$ cat config.mk
export PLATFORM = sky130hd
export DESIGN_NAME = piece_table_range_delete
export DESIGN_NICKNAME = d
export VERILOG_FILES = /design/src/ptrd_pkg.sv /design/src/ptrd_alu.sv /design/src/piece_table_range_delete.sv
export SDC_FILE = /design/constraint.sdc
export NUM_CORES = 2
export LEC_CHECK = 0
export ABC_AREA = 1
export BUFFER_PORTS_ARGS = -buffer_cell sky130_fd_sc_hd__buf_2
export CORE_MARGIN = 8
export CORE_UTILIZATION = 31
export CTS_CLUSTER_DIAMETER = 40
export DETAILED_ROUTE_END_ITERATION = 6
export GPL_TIMING_DRIVEN = 0
export HOLD_SLACK_MARGIN = 0.08
export MAX_ROUTING_LAYER = met4
export PLACE_DENSITY = 0.43
export SYNTH_ARGS = -nofsm -noshare
export SYNTH_HDL_FRONTEND = slang
export SYNTH_HIERARCHICAL = 1
export SYNTH_SLANG_ARGS = --single-unit
$ cat constraint.sdc
create_clock -name clock -period 9.43 [get_ports clock]
set_clock_uncertainty 0.1 [all_clocks]
set_input_delay 0.943 -clock clock [delete_from_list [all_inputs] [get_ports clock]]
set_output_delay 0.943 -clock clock [all_outputs]
set_load 0.005 [all_outputs]
$ cat src/ptrd_pkg.sv
// ----------------------------------------------------------------------------
// ptrd_pkg
// shared codes and field widths for the piece table range delete block
// ----------------------------------------------------------------------------
package ptrd_pkg;

   localparam int FIELD_BITS = 24;
   localparam int COUNT_OUT_BITS = 6;

   localparam logic [1:0] MODE_APPEND = 2'd0;
   localparam logic [1:0] MODE_DELETE = 2'd1;
   localparam logic [1:0] MODE_READ = 2'd2;
   localparam logic [1:0] MODE_UNUSED = 2'd3;

   typedef enum logic [1:0] {
      STAT_DONE = 2'd0,
      STAT_IGNORED = 2'd1,
      STAT_FULL = 2'd2,
      STAT_BAD_INDEX = 2'd3
   } status_type;

endpackage

$ cat src/ptrd_alu.sv
// ----------------------------------------------------------------------------
// ptrd_alu
// shared add / subtract unit used by the offset and length arithmetic steps of the sequencer
// ----------------------------------------------------------------------------
module ptrd_alu #(
   parameter int WIDTH = 34
) (
   input  logic [WIDTH-1:0] op_a,
   input  logic [WIDTH-1:0] op_b,
   input  logic             op_sub,
   output logic [WIDTH-1:0] result
);

   logic [WIDTH-1:0] b_eff;

   // subtract as a + ~b + 1
   assign b_eff = op_sub ? ~op_b : op_b;
   assign result = op_a + b_eff + WIDTH'(op_sub);

endmodule

$ cat src/piece_table_range_delete.sv
// ----------------------------------------------------------------------------
// piece_table_range_delete
// ordered piece table with append, range delete and read by index
// ----------------------------------------------------------------------------
// One item is worked at a time and gives exactly one result transfer. Append,
// read, unused-mode and reversed or empty range items need no table pass; a
// delete whose range is empty only after the end is clamped stops after the
// length sum pass. The table sits in one memory with a single registered
// read port, so the length sum pass, the locate walk and the tail shift of a
// delete each visit one entry at a time, and all offset and length arithmetic
// goes through one shared adder. A finished result is held in the output
// register, so the next item may be taken while it waits; an item that
// finishes while that register is still full waits in its last state until
// the receiver takes the older result.
// ----------------------------------------------------------------------------
module piece_table_range_delete
   import ptrd_pkg::*;
#(
   parameter int MAX_PIECES = 32,
   parameter int POS_BITS = 24
) (
   input  logic          clock,
   input  logic          reset,
   // request channel
   input  logic          req_tvalid,
   output logic          req_tready,
   // range_start[23:0] range_end[47:24] new_buffer[48] new_offset[72:49]
   // new_length[96:73], zero filled above
   input  logic [103:0]  req_tdata,
   // mode[1:0]
   input  logic [1:0]    req_tuser,
   // response channel
   output logic          rsp_tvalid,
   input  logic          rsp_tready,
   // status[1:0] count_after[7:2] out_buffer[8] out_offset[32:9]
   // out_length[56:33], zero filled above
   output logic [63:0]   rsp_tdata
);

   localparam int PW = POS_BITS;
   localparam int IW = (MAX_PIECES > 1) ? $clog2(MAX_PIECES) : 1;
   localparam int CW = $clog2(MAX_PIECES + 1);
   // wide enough for any document position or summed length
   localparam int AW = ((PW > FIELD_BITS) ? PW : FIELD_BITS) + IW + 1;

   typedef enum logic [4:0] {
      S_IDLE, S_DISP, S_SUM_RD, S_SUM_ACC, S_CLAMP, S_LOC_RD, S_LOC_ADD,
      S_LOC_CMP, S_SO, S_EO, S_REM, S_NOFF, S_PLAN, S_SH_RD, S_SH_WR,
      S_WR_A, S_WR_B, S_RD_WAIT, S_FIN
   } state_type;

   state_type state_ff;

   // captured item
   logic [1:0]    mode_ff;
   logic [AW-1:0] start_ff, end_ff;
   logic          nbuf_ff;
   logic [PW-1:0] noff_ff, nlen_ff;

   // table bookkeeping
   logic [CW-1:0] cnt_ff;
   logic [IW-1:0] idx_ff;
   logic [AW-1:0] acc_ff, pe_ff, spos_ff, epos_ff;
   logic          fs_ff;
   logic [IW-1:0] sp_ff, ep_ff;
   logic          sp_src_ff, ep_src_ff;
   logic [PW-1:0] sp_off_ff, ep_off_ff, ep_len_ff;
   logic [PW-1:0] so_ff, eo_ff, rem_ff, noffb_ff;
   logic          keepl_ff, keepr_ff, up_ff;
   logic [IW-1:0] rp_ff, wp_ff;
   logic [CW-1:0] left_ff, newtot_ff;

   // result under construction and output register
   status_type    res_status_ff;
   logic          res_buf_ff;
   logic [PW-1:0] res_off_ff, res_len_ff;
   logic          rsp_valid_ff;
   logic [63:0]   rsp_data_ff;

   // piece memory, one write and one registered read port
   logic          mem_src [MAX_PIECES];
   logic [PW-1:0] mem_off [MAX_PIECES];
   logic [PW-1:0] mem_len [MAX_PIECES];
   logic          rd_src_ff;
   logic [PW-1:0] rd_off_ff, rd_len_ff;
   logic [IW-1:0] raddr, waddr;
   logic          we, wsrc;
   logic [PW-1:0] woff, wlen;

   // shared adder
   logic [AW-1:0] alu_a, alu_b, alu_res;
   logic          alu_sub;

   // helpers
   logic [AW-1:0] end_clamped;
   logic          last_entry;
   logic          keepl, keepr;
   logic [CW-1:0] knew, dst, src, tail;
   logic [CW-1:0] max_count;

   assign max_count = CW'(MAX_PIECES);
   assign end_clamped = (end_ff > acc_ff) ? acc_ff : end_ff;
   assign last_entry = (CW'(idx_ff) + CW'(1)) == cnt_ff;

   assign keepl = so_ff != '0;
   assign keepr = rem_ff != '0;
   assign knew = CW'(keepl) + CW'(keepr);
   assign dst = CW'(sp_ff) + knew;
   assign src = CW'(ep_ff) + CW'(1);
   assign tail = cnt_ff - src;

   ptrd_alu #(.WIDTH(AW)) u_alu (
      .op_a  (alu_a),
      .op_b  (alu_b),
      .op_sub(alu_sub),
      .result(alu_res)
   );

   // operand selection for the shared adder
   always_comb begin
      alu_a = acc_ff;
      alu_b = AW'(rd_len_ff);
      alu_sub = 1'b0;
      case (state_ff)
         S_SO: begin
            alu_a = start_ff;
            alu_b = spos_ff;
            alu_sub = 1'b1;
         end
         S_EO: begin
            alu_a = end_ff;
            alu_b = epos_ff;
            alu_sub = 1'b1;
         end
         S_REM: begin
            alu_a = AW'(ep_len_ff);
            alu_b = AW'(eo_ff);
            alu_sub = 1'b1;
         end
         S_NOFF: begin
            alu_a = AW'(ep_off_ff);
            alu_b = AW'(eo_ff);
         end
         default: begin
            alu_a = acc_ff;
            alu_b = AW'(rd_len_ff);
         end
      endcase
   end

   // memory port selection
   always_comb begin
      raddr = idx_ff;
      we = 1'b0;
      waddr = '0;
      wsrc = 1'b0;
      woff = '0;
      wlen = '0;
      case (state_ff)
         S_DISP: begin
            raddr = start_ff[IW-1:0];
            if (mode_ff == MODE_APPEND && cnt_ff < max_count && nlen_ff != '0) begin
               we = 1'b1;
               waddr = cnt_ff[IW-1:0];
               wsrc = nbuf_ff;
               woff = noff_ff;
               wlen = nlen_ff;
            end
         end
         S_SH_RD: begin
            raddr = rp_ff;
         end
         S_SH_WR: begin
            we = 1'b1;
            waddr = wp_ff;
            wsrc = rd_src_ff;
            woff = rd_off_ff;
            wlen = rd_len_ff;
         end
         S_WR_A: begin
            we = keepl_ff;
            waddr = sp_ff;
            wsrc = sp_src_ff;
            woff = sp_off_ff;
            wlen = so_ff;
         end
         S_WR_B: begin
            we = keepr_ff;
            waddr = sp_ff + IW'(keepl_ff);
            wsrc = ep_src_ff;
            woff = noffb_ff;
            wlen = rem_ff;
         end
         default: begin
            raddr = idx_ff;
         end
      endcase
   end

   always_ff @(posedge clock) begin
      if (we) begin
         mem_src[waddr] <= wsrc;
         mem_off[waddr] <= woff;
         mem_len[waddr] <= wlen;
      end
      rd_src_ff <= mem_src[raddr];
      rd_off_ff <= mem_off[raddr];
      rd_len_ff <= mem_len[raddr];
   end

   assign req_tready = state_ff == S_IDLE;
   assign rsp_tvalid = rsp_valid_ff;
   assign rsp_tdata = rsp_data_ff;

   // sequencer
   always_ff @(posedge clock) begin
      if (reset) begin
         state_ff <= S_IDLE;
         cnt_ff <= '0;
         rsp_valid_ff <= 1'b0;
      end else begin
         // output register drains; a finishing item reloads it below
         if (rsp_valid_ff && rsp_tready && state_ff != S_FIN) begin
            rsp_valid_ff <= 1'b0;
         end
         case (state_ff)
            S_IDLE: begin
               if (req_tvalid) begin
                  mode_ff <= req_tuser;
                  start_ff <= AW'(req_tdata[23:0]);
                  end_ff <= AW'(req_tdata[47:24]);
                  nbuf_ff <= req_tdata[48];
                  noff_ff <= PW'(req_tdata[72:49]);
                  nlen_ff <= PW'(req_tdata[96:73]);
                  state_ff <= S_DISP;
               end
            end
            S_DISP: begin
               res_status_ff <= STAT_IGNORED;
               res_buf_ff <= 1'b0;
               res_off_ff <= '0;
               res_len_ff <= '0;
               idx_ff <= '0;
               acc_ff <= '0;
               fs_ff <= 1'b0;
               state_ff <= S_FIN;
               case (mode_ff)
                  MODE_APPEND: begin
                     if (cnt_ff >= max_count) begin
                        res_status_ff <= STAT_FULL;
                     end else if (nlen_ff != '0) begin
                        res_status_ff <= STAT_DONE;
                        cnt_ff <= cnt_ff + CW'(1);
                     end
                  end
                  MODE_DELETE: begin
                     if (start_ff < end_ff) begin
                        state_ff <= (cnt_ff == '0) ? S_CLAMP : S_SUM_RD;
                     end
                  end
                  MODE_READ: begin
                     if (start_ff < AW'(cnt_ff)) begin
                        state_ff <= S_RD_WAIT;
                     end else begin
                        res_status_ff <= STAT_BAD_INDEX;
                     end
                  end
                  default: begin
                     res_status_ff <= STAT_IGNORED;
                  end
               endcase
            end
            S_RD_WAIT: begin
               res_status_ff <= STAT_DONE;
               res_buf_ff <= rd_src_ff;
               res_off_ff <= rd_off_ff;
               res_len_ff <= rd_len_ff;
               state_ff <= S_FIN;
            end
            // pass one: document length
            S_SUM_RD: begin
               state_ff <= S_SUM_ACC;
            end
            S_SUM_ACC: begin
               acc_ff <= alu_res;
               idx_ff <= idx_ff + IW'(1);
               state_ff <= last_entry ? S_CLAMP : S_SUM_RD;
            end
            S_CLAMP: begin
               end_ff <= end_clamped;
               acc_ff <= '0;
               idx_ff <= '0;
               state_ff <= (start_ff >= end_clamped) ? S_FIN : S_LOC_RD;
            end
            // pass two: find first and last touched pieces
            S_LOC_RD: begin
               state_ff <= S_LOC_ADD;
            end
            S_LOC_ADD: begin
               pe_ff <= alu_res;
               state_ff <= S_LOC_CMP;
            end
            S_LOC_CMP: begin
               if (!fs_ff && start_ff < pe_ff) begin
                  fs_ff <= 1'b1;
                  sp_ff <= idx_ff;
                  spos_ff <= acc_ff;
                  sp_src_ff <= rd_src_ff;
                  sp_off_ff <= rd_off_ff;
               end
               if (end_ff <= pe_ff) begin
                  ep_ff <= idx_ff;
                  epos_ff <= acc_ff;
                  ep_src_ff <= rd_src_ff;
                  ep_off_ff <= rd_off_ff;
                  ep_len_ff <= rd_len_ff;
                  state_ff <= (fs_ff || start_ff < pe_ff) ? S_SO : S_FIN;
               end else begin
                  acc_ff <= pe_ff;
                  idx_ff <= idx_ff + IW'(1);
                  state_ff <= last_entry ? S_FIN : S_LOC_RD;
               end
            end
            S_SO: begin
               so_ff <= alu_res[PW-1:0];
               state_ff <= S_EO;
            end
            S_EO: begin
               eo_ff <= alu_res[PW-1:0];
               state_ff <= S_REM;
            end
            S_REM: begin
               rem_ff <= alu_res[PW-1:0];
               state_ff <= S_NOFF;
            end
            S_NOFF: begin
               // offset wraps at the position width
               noffb_ff <= alu_res[PW-1:0];
               state_ff <= S_PLAN;
            end
            S_PLAN: begin
               keepl_ff <= keepl;
               keepr_ff <= keepr;
               up_ff <= dst > src;
               left_ff <= tail;
               newtot_ff <= dst + tail;
               if (dst > src) begin
                  // split grows the table, move the tail up from the top
                  rp_ff <= IW'(cnt_ff - CW'(1));
                  wp_ff <= IW'(cnt_ff);
               end else begin
                  rp_ff <= IW'(src);
                  wp_ff <= IW'(dst);
               end
               if (sp_ff == ep_ff && keepl && keepr && cnt_ff >= max_count) begin
                  res_status_ff <= STAT_FULL;
                  state_ff <= S_FIN;
               end else begin
                  state_ff <= (tail == '0) ? S_WR_A : S_SH_RD;
               end
            end
            S_SH_RD: begin
               state_ff <= S_SH_WR;
            end
            S_SH_WR: begin
               left_ff <= left_ff - CW'(1);
               if (up_ff) begin
                  rp_ff <= rp_ff - IW'(1);
                  wp_ff <= wp_ff - IW'(1);
               end else begin
                  rp_ff <= rp_ff + IW'(1);
                  wp_ff <= wp_ff + IW'(1);
               end
               state_ff <= (left_ff == CW'(1)) ? S_WR_A : S_SH_RD;
            end
            S_WR_A: begin
               state_ff <= S_WR_B;
            end
            S_WR_B: begin
               cnt_ff <= newtot_ff;
               res_status_ff <= STAT_DONE;
               state_ff <= S_FIN;
            end
            S_FIN: begin
               if (!rsp_valid_ff || rsp_tready) begin
                  rsp_valid_ff <= 1'b1;
                  rsp_data_ff <= {7'd0, 24'(res_len_ff), 24'(res_off_ff), res_buf_ff,
                                  COUNT_OUT_BITS'(cnt_ff), res_status_ff};
                  state_ff <= S_IDLE;
               end
            end
            default: begin
               state_ff <= S_IDLE;
            end
         endcase
      end
   end

   // the table never holds more pieces than it has room for
   a_count_bound: assert property (@(posedge clock) disable iff (reset)
      cnt_ff <= max_count)
      else $error("piece count beyond table size");

   // memory writes stay inside the table
   a_write_addr: assert property (@(posedge clock) disable iff (reset)
      we |-> (CW'(waddr) < max_count))
      else $error("piece write outside table");

   // a finished item lands in the output register when it is free
   a_result_loaded: assert property (@(posedge clock) disable iff (reset)
      (state_ff == S_FIN && (!rsp_valid_ff || rsp_tready)) |=> rsp_valid_ff)
      else $error("result not presented");

   // memory is only written while an item is in work
   a_idle_no_write: assert property (@(posedge clock) disable iff (reset)
      we |-> (state_ff != S_IDLE && state_ff != S_FIN))
      else $error("piece write outside an item");

endmodule
* Yosys cells after proc, flatten, opt, wreduce, memory -nomap -nowiden
Memories as Yosys holds them, arrays and structs flattened. A register that Yosys moved wholly into a read port is not among the register bits.
Cells that the tools add are included.
** Word-level totals
- Bits of input ports :: 110
- Output and inout port bits :: 66
- Logic and storage cells :: 213
- RAM bits :: 1568
- Memories kept :: 3
- Register bits :: 556
** Memory list
- mem_len :: depth 32, bits a word 24, read ports 1, clocked after memory_dff 1, wr ports 1, RTL line piece_table_range_delete.sv:83 : logic [PW-1:0] mem_len [MAX_PIECES];
- mem_off :: depth 32, bits a word 24, read ports 1, clocked after memory_dff 1, wr ports 1, RTL line piece_table_range_delete.sv:82 : logic [PW-1:0] mem_off [MAX_PIECES];
- mem_src :: depth 32, bits a word 1, read ports 1, clocked after memory_dff 1, wr ports 1, RTL line piece_table_range_delete.sv:81 : logic mem_src [MAX_PIECES];
** Operators by class
- Add/sub/neg operators :: 17
- Reduce and logical (&&, ||, !) cells :: 48
- Bitwise logic cells :: 2
- Equality and inequality tests :: 32
- Magnitude comparators :: 9
- Muxes and demuxes :: 64
** Operators by type and width (number)
- $pmux W24 S4 :: 2
- $pmux W30 S3 :: 2
- $mux W30 :: 4
- $pmux W30 S4 :: 1
- $pmux W24 S2 :: 2
- $pmux W5 S18 :: 1
- $reduce_bool A24 Y1 :: 3
- $mux W5 :: 14
- $lt A24 B30 Y1 :: 2
- $pmux W30 S2 :: 1
- $mux W24 :: 2
- $eq A5 B4 Y1 const B :: 8
- $pmux W5 S2 :: 4
- $add A30 B1 Y30 :: 1
- $add A30 B30 Y30 :: 1
- $ge A24 B30 Y1 :: 1
- $gt A30 B30 Y1 :: 1
- $le A30 B30 Y1 :: 1
- $not A30 Y30 :: 1
- $lt A24 B6 Y1 :: 1
- $pmux W6 S2 :: 2
- $reduce_and A3 Y1 :: 8
- $eq A5 B3 Y1 const B :: 4
- $pmux W5 S4 :: 1
- other kinds (45) :: 104

* Logic depth before layout (Yosys ltp)
- Depth after elaboration :: 8
- Gate-level depth with buffers :: 32
- Mapped depth without buffers :: 30

* By module
Netlist, hierarchy kept.
** By module, submodules not included
- piece_table_range_delete :: cells an instance 6777, seq. area each 64642.0 um^2, area an instance 89841.2 um^2, times used 1
- ptrd_alu :: cells an instance 494, seq. area each 0.0 um^2, area an instance 2581.2 um^2, times used 1

* Worst setup path before layout
Ideal clock, no wire load.
- Path type :: register -> register
- Start :: reg start_ff[16]
- End :: reg fs_ff (enable)
- Buffers on the path :: 0
- Period minus slack after synthesis :: 8.042 ns
- Library setup time :: 0.322 ns
- Required time :: 9.008 ns
- Arrival time :: 7.620 ns
- Path slack :: 1.388 ns
- Cell stages (with the launch flop) :: 12
- Cells stage by stage :: edfxtp_1 -> ha_1 -> nand2_1 -> nor2_1 -> a21oi_1 -> o21ai_0 -> nand2_1 -> nand2_1 -> a21oi_1 -> nand2_1 -> nor4_1 -> o21bai_1
** On the way
- Longest elaborated chain between the ends :: 4
** Ends and longest elaborated chain
- from (decl) :: RTL line piece_table_range_delete.sv:56 : logic [AW-1:0] start_ff, end_ff;
- from (signal assigned) :: RTL line piece_table_range_delete.sv:230 : start_ff <= AW'(req_tdata[23:0]);
- $lt A24 B30 Y1 :: RTL line piece_table_range_delete.sv:304 : if (!fs_ff && start_ff < pe_ff) begin
- $logic_and A1 B1 Y1 :: RTL line piece_table_range_delete.sv:304
- $ne A2 B2 Y1 (no source line)
- $reduce_and A3 Y1 (no source line)
- to (signal assigned) :: RTL line piece_table_range_delete.sv:245 : fs_ff <= 1'b0;
- to (signal assigned) :: RTL line piece_table_range_delete.sv:305 : fs_ff <= 1'b1;
- to (decl) :: RTL line piece_table_range_delete.sv:64 : logic fs_ff;
No other way between the ends.
A chain may end at the register's enable or synchronous reset.

* Worst setup path after layout
- Start :: reg state_ff[0]
- End :: reg acc_ff[15], data pin
** On the way
- Elaborated cells on any way between the ends :: 19
- Classes of those cells :: add/sub: 2; eq/ne: 8; mux: 5; bitwise: 1; reduce/logical: 3
** RTL lines
- from (decl) :: RTL line piece_table_range_delete.sv:52 : state_type state_ff;
- from (signal assigned) :: RTL line piece_table_range_delete.sv:258 : state_ff <= (cnt_ff == '0) ? S_CLAMP : S_SUM_RD;
- from (signal assigned) :: RTL line piece_table_range_delete.sv:287 : state_ff <= last_entry ? S_CLAMP : S_SUM_RD;
- from (signal assigned) :: RTL line piece_table_range_delete.sv:293 : state_ff <= (start_ff >= end_clamped) ? S_FIN : S_LOC_RD;
- $eq A5 B4 Y1 :: RTL line piece_table_range_delete.sv:124 : case (state_ff)
- $reduce_or A3 Y1 (no source line) (*)
- $mux W1 (*) :: RTL line piece_table_range_delete.sv:124
- named net alu_sub :: RTL line piece_table_range_delete.sv:92 : logic alu_sub;
- $mux W30 :: RTL line ptrd_alu.sv:17 : assign b_eff = op_sub ? ~op_b : op_b;
- $add A30 B30 Y30 :: RTL line ptrd_alu.sv:18 : assign result = op_a + b_eff + WIDTH'(op_sub);
- $add A30 B1 Y30 (*) :: RTL line ptrd_alu.sv:18
- named net alu_res[15] :: RTL line piece_table_range_delete.sv:91 : logic [AW-1:0] alu_a, alu_b, alu_res;
- $pmux W30 S3 (*) :: RTL line piece_table_range_delete.sv:226 : case (state_ff)
- to (signal assigned) :: RTL line piece_table_range_delete.sv:285 : acc_ff <= alu_res;
- to (signal assigned) :: RTL line piece_table_range_delete.sv:319 : acc_ff <= pe_ff;
- to (decl) :: RTL line piece_table_range_delete.sv:63 : logic [AW-1:0] acc_ff, pe_ff, spos_ff, epos_ff;
Mark *: on every way through the listed nets, which the timed path passes. The rest lies on a longest branch.

==> key figures <==
Critical path
  • Setup crit end kind: register
  • Crit-path cells: inv_2, nand3_1, nor2_1, inv_2, nand2_1, inv_1, nand2_1, inv_1, clkbuf_1, buf_2, nand2_1, nand4_1, xor2_1, ha_1, nand2_1, nor2_1, nand2_1, nand2_1, inv_1, nand2_1, xor2_1, nand3_1, o21ai_0
  • Crit path required time: 10.07 ns
  • Critical path depth in cells: 23
  • Worst r2r path cells: 23
  • Critical path's slowest cell: nor2_1
  • Max FO, Critical Path: 10
  • Worst path top cell family by delay: simple AND/OR/NAND/NOR gates
  • Worst r2r src: state_ff[0]
  • Crit path kind: reg2reg
  • Reg2reg end: acc_ff[15]
  • Launch point of the critical path: state_ff[0]
  • CP peak stage delay: 1.08 ns
  • Arrival time at the worst endpoint: 7.87 ns
  • Worst Setup EP: acc_ff[15]
  • Startpoint types: register
  • R2R setup slack: 2.20 ns
  • CP Buf/Inv Count: 7
  • Top cell by count, worst path: nand2_1

Floorplan
  • Core Rows: 200
  • # IOs: 176
  • Core Box Area: 297000 um2
  • Full die area: 316000 um2
  • Die height: 562 um
  • Initial Util: 31.1%
  • Chip Width: 562 um

Timing
  • Final Hold Vio Count: 0
  • Final Max Tran Viols: 16
  • Max-slew headroom: -7.36%
  • RSZ-0062 raised after global routing: no
  • Setup tns final: 0 ns
  • F_max: 0.138 GHz
  • Final setup fails: 0
  • Final Critical Period: 7.23 ns
  • Final Cycle Share: 76.7%
  • Worst-margin pin slew: 1.59 ns

Clocking
  • CTS Sinks: 2173
  • Clock transition at path regs: 0.05 ns
  • Clock latency on the worst-skew pair: 0.94 ns
  • H-tree depth: 5
  • CTS tree: yes
  • CTS Buf Count: 380
  • CTS root buf: clkbuf_16
  • Post-CTS sizing: 0
  • Clock tree buffer depth: 4

GRT
  • All-Layer GR Usage: 23.2%
  • Vias in the first global route: 63500
  • First-pass GRT wire length: 506000 um
  • Largest net degree at the start of global routing: 33
  • Final global-route overflow total: 0
  • Initial antenna violation count: 43

Logic synthesis
  • Ys flop type: edfxtp_1
  • Post-Synthesis Cells: 7271
  • Synth warn: 6
  • Distinct cells, synth: 58
  • Sequential-to-total area share from yosys stat: 69.9%
  • Largest area contributor in the netlist: edfxtp_1
  • Synth top area share: 68.6%
  • Post-synthesis register bit count: 2173
  • Mean Syn Cell Area: 12.7 um2
  • EDFF count, synth: 2112
  • Cell area after synthesis: 92400 um2
  • Main area contributors after synthesis: edfxtp_1, o21ai_0, o221ai_1, nand2_1, ha_1
  • Ys async rst share: 0%

Route
  • DR DRC count: 1
  • Initial drt markers: 6555
  • Wire per inst: 29.9 um
  • DR vias: 64600
  • Final ANT Viol Nets: 0
  • Drt total wl: 368000 um
  • DR vias/cell: 5.23
  • Router iterations before antenna repair: 7

Finish
  • Share of layout cells above drive strength 1: 16.4%
  • Post-layout util: 39.2%
  • Layout Nets: 8368
  • Area growth syn-to-layout: 25.9%

Run
  • Max cap viols: 2

Run status
  • Failing checks: design-rule violations, max-capacitance violations, max-slew violations
  • Status: finished, violations left

Placed design
  • Detailed placement HPWL: 275000 um
  • IO Port Bufs: 160
  • RD Place Congestion: 0.926

Power and ir drop
  • Final Power: 41500 uW
  • Worst IR drop on VDD: 195 uV
  • Pleak: 0.0404 uW
  • Pwr per Cell Area: 357 nW/um2

Hold path
  • HP Class: in2reg
  • Hold depth: 1
## kinds of logic (layout without fill, tap and decap cells)
| kind of cell | after synthesis | in the layout | synth area share [%] |
|---|---|---|---|
| AO/OA/AOI/OAI | 1635 | 1635 | 11.0 |
| XOR/XNOR | 83 | 83 | 0.787 |
| adder cells (fa/ha/maj) | 206 | 206 | 2.84 |
| buffers and inverters | 797 | 1900 | 3.74 |
| flip-flops | 2173 | 2173 | 69.9 |
| other | 1 | 29 | 0.00406 |
| AND/OR/NAND/NOR | 2376 | 2376 | 11.7 |
## layout make-up
type,instances,area (um2)
clock inverter,291,3480
clock buffer,419,9760
timing repair buffer,393,4530
multi-input combinational,4307,25500
tap,3939,4930
sequential,2173,64600
buffer,419,2040
inverter,378,1420
fill,28300,180000
antenna,22,55.1
## state kept, by name, indices dropped and copies added, names as in the netlist, 30 cells and up
name,cells
acc_ff,30
end_ff,30
epos_ff,30
mem_len,768
mem_off,768
mem_src,32
pe_ff,30
rsp_tdata,57
spos_ff,30
## metrics by stage
| step | setup slack [ns] | cells | instance area [um2] | hold WS [ns] |
|---|---|---|---|---|
| 6_report | 2.20 | 12300 | 116000 | 0.163 |
| 5_1_grt | 2.04 | 12300 | 116000 | 0.121 |
| 4_1_cts | 2.15 | 12300 | 116000 | 0.0879 |
| 3_5_place_dp | 2.28 | 11500 | 102000 | 0.305 |
| 3_3_place_gp | -5.35 | 11400 | 98200 | 0.302 |
| 2_1_floorplan | 1.39 | 7277 | 92400 | 0.300 |
## timing repair
item                                   4_1_cts  5_1_grt
setup buffers                                0        0
endpoints found under the hold margin       74        0
hold buffers                                74        0
## cells in the final DEF (no fill, tap or decap), types with 66 or more instances in the layout
| master | Yosys | layout |
|---|---|---|
| a21oi_1 | 103 | 103 |
| buf_12 | 0 | 94 |
| buf_2 | 154 | 314 |
| clkbuf_1 | 191 | 222 |
| clkbuf_16 | 0 | 384 |
| dlygate4sd3_1 | 0 | 74 |
| edfxtp_1 | 2112 | 2112 |
| ha_1 | 200 | 200 |
| inv_1 | 353 | 353 |
| nand2_1 | 796 | 796 |
| nand3_1 | 368 | 368 |
| nor2_1 | 651 | 613 |
| o21ai_0 | 752 | 749 |
| o21ai_1 | 208 | 208 |
| o221ai_1 | 359 | 359 |
| or2_0 | 297 | 297 |
| xor2_1 | 66 | 66 |
## how the worst min path moves through the flow
| stage | start | endpoint | slack, ns |
|---|---|---|---|
| after floorplan | res_status_ff[0] | rsp_tdata[0] | 0.30 |
| after global placement | res_len_ff[3] | rsp_tdata[36] | 0.30 |
| after detailed placement | res_off_ff[10] | rsp_tdata[19] | 0.31 |
| after CTS | req_tdata[22] | start_ff[22] | 0.09 |
| after global routing | req_tdata[22] | start_ff[22] | 0.12 |
| final | req_tdata[22] | start_ff[22] | 0.16 |
## synth_stat cells, drive strengths merged, types with 105 or more instances
library cell	n
inv	375
nor2	665
ha	200
a21oi	105
nand2	810
buf	216
nand3	376
clkbuf	203
o21ai	962
o221ai	359
or2	398
edfxtp	2112
## per-layer routing
metal	GRT usage, %	routed length (um)	vias up
met5	-	0	-
met4	8.89	15800	0
met3	2.77	22300	598
met2	37.6	175000	2463
met1	29.9	156000	32900
li1	-	-	28600
## report_power, final
part           leakage [uW]  internal (uW)  switching, uW  total (uW)
Combinational        0.0142           3770          11300       15100
Clock               0.00630           8920           5170       14100
Sequential           0.0199          11800            503       12300
Total                0.0404          24500          17000       41500
No activity file was read; power rests on OpenSTA's default activity.
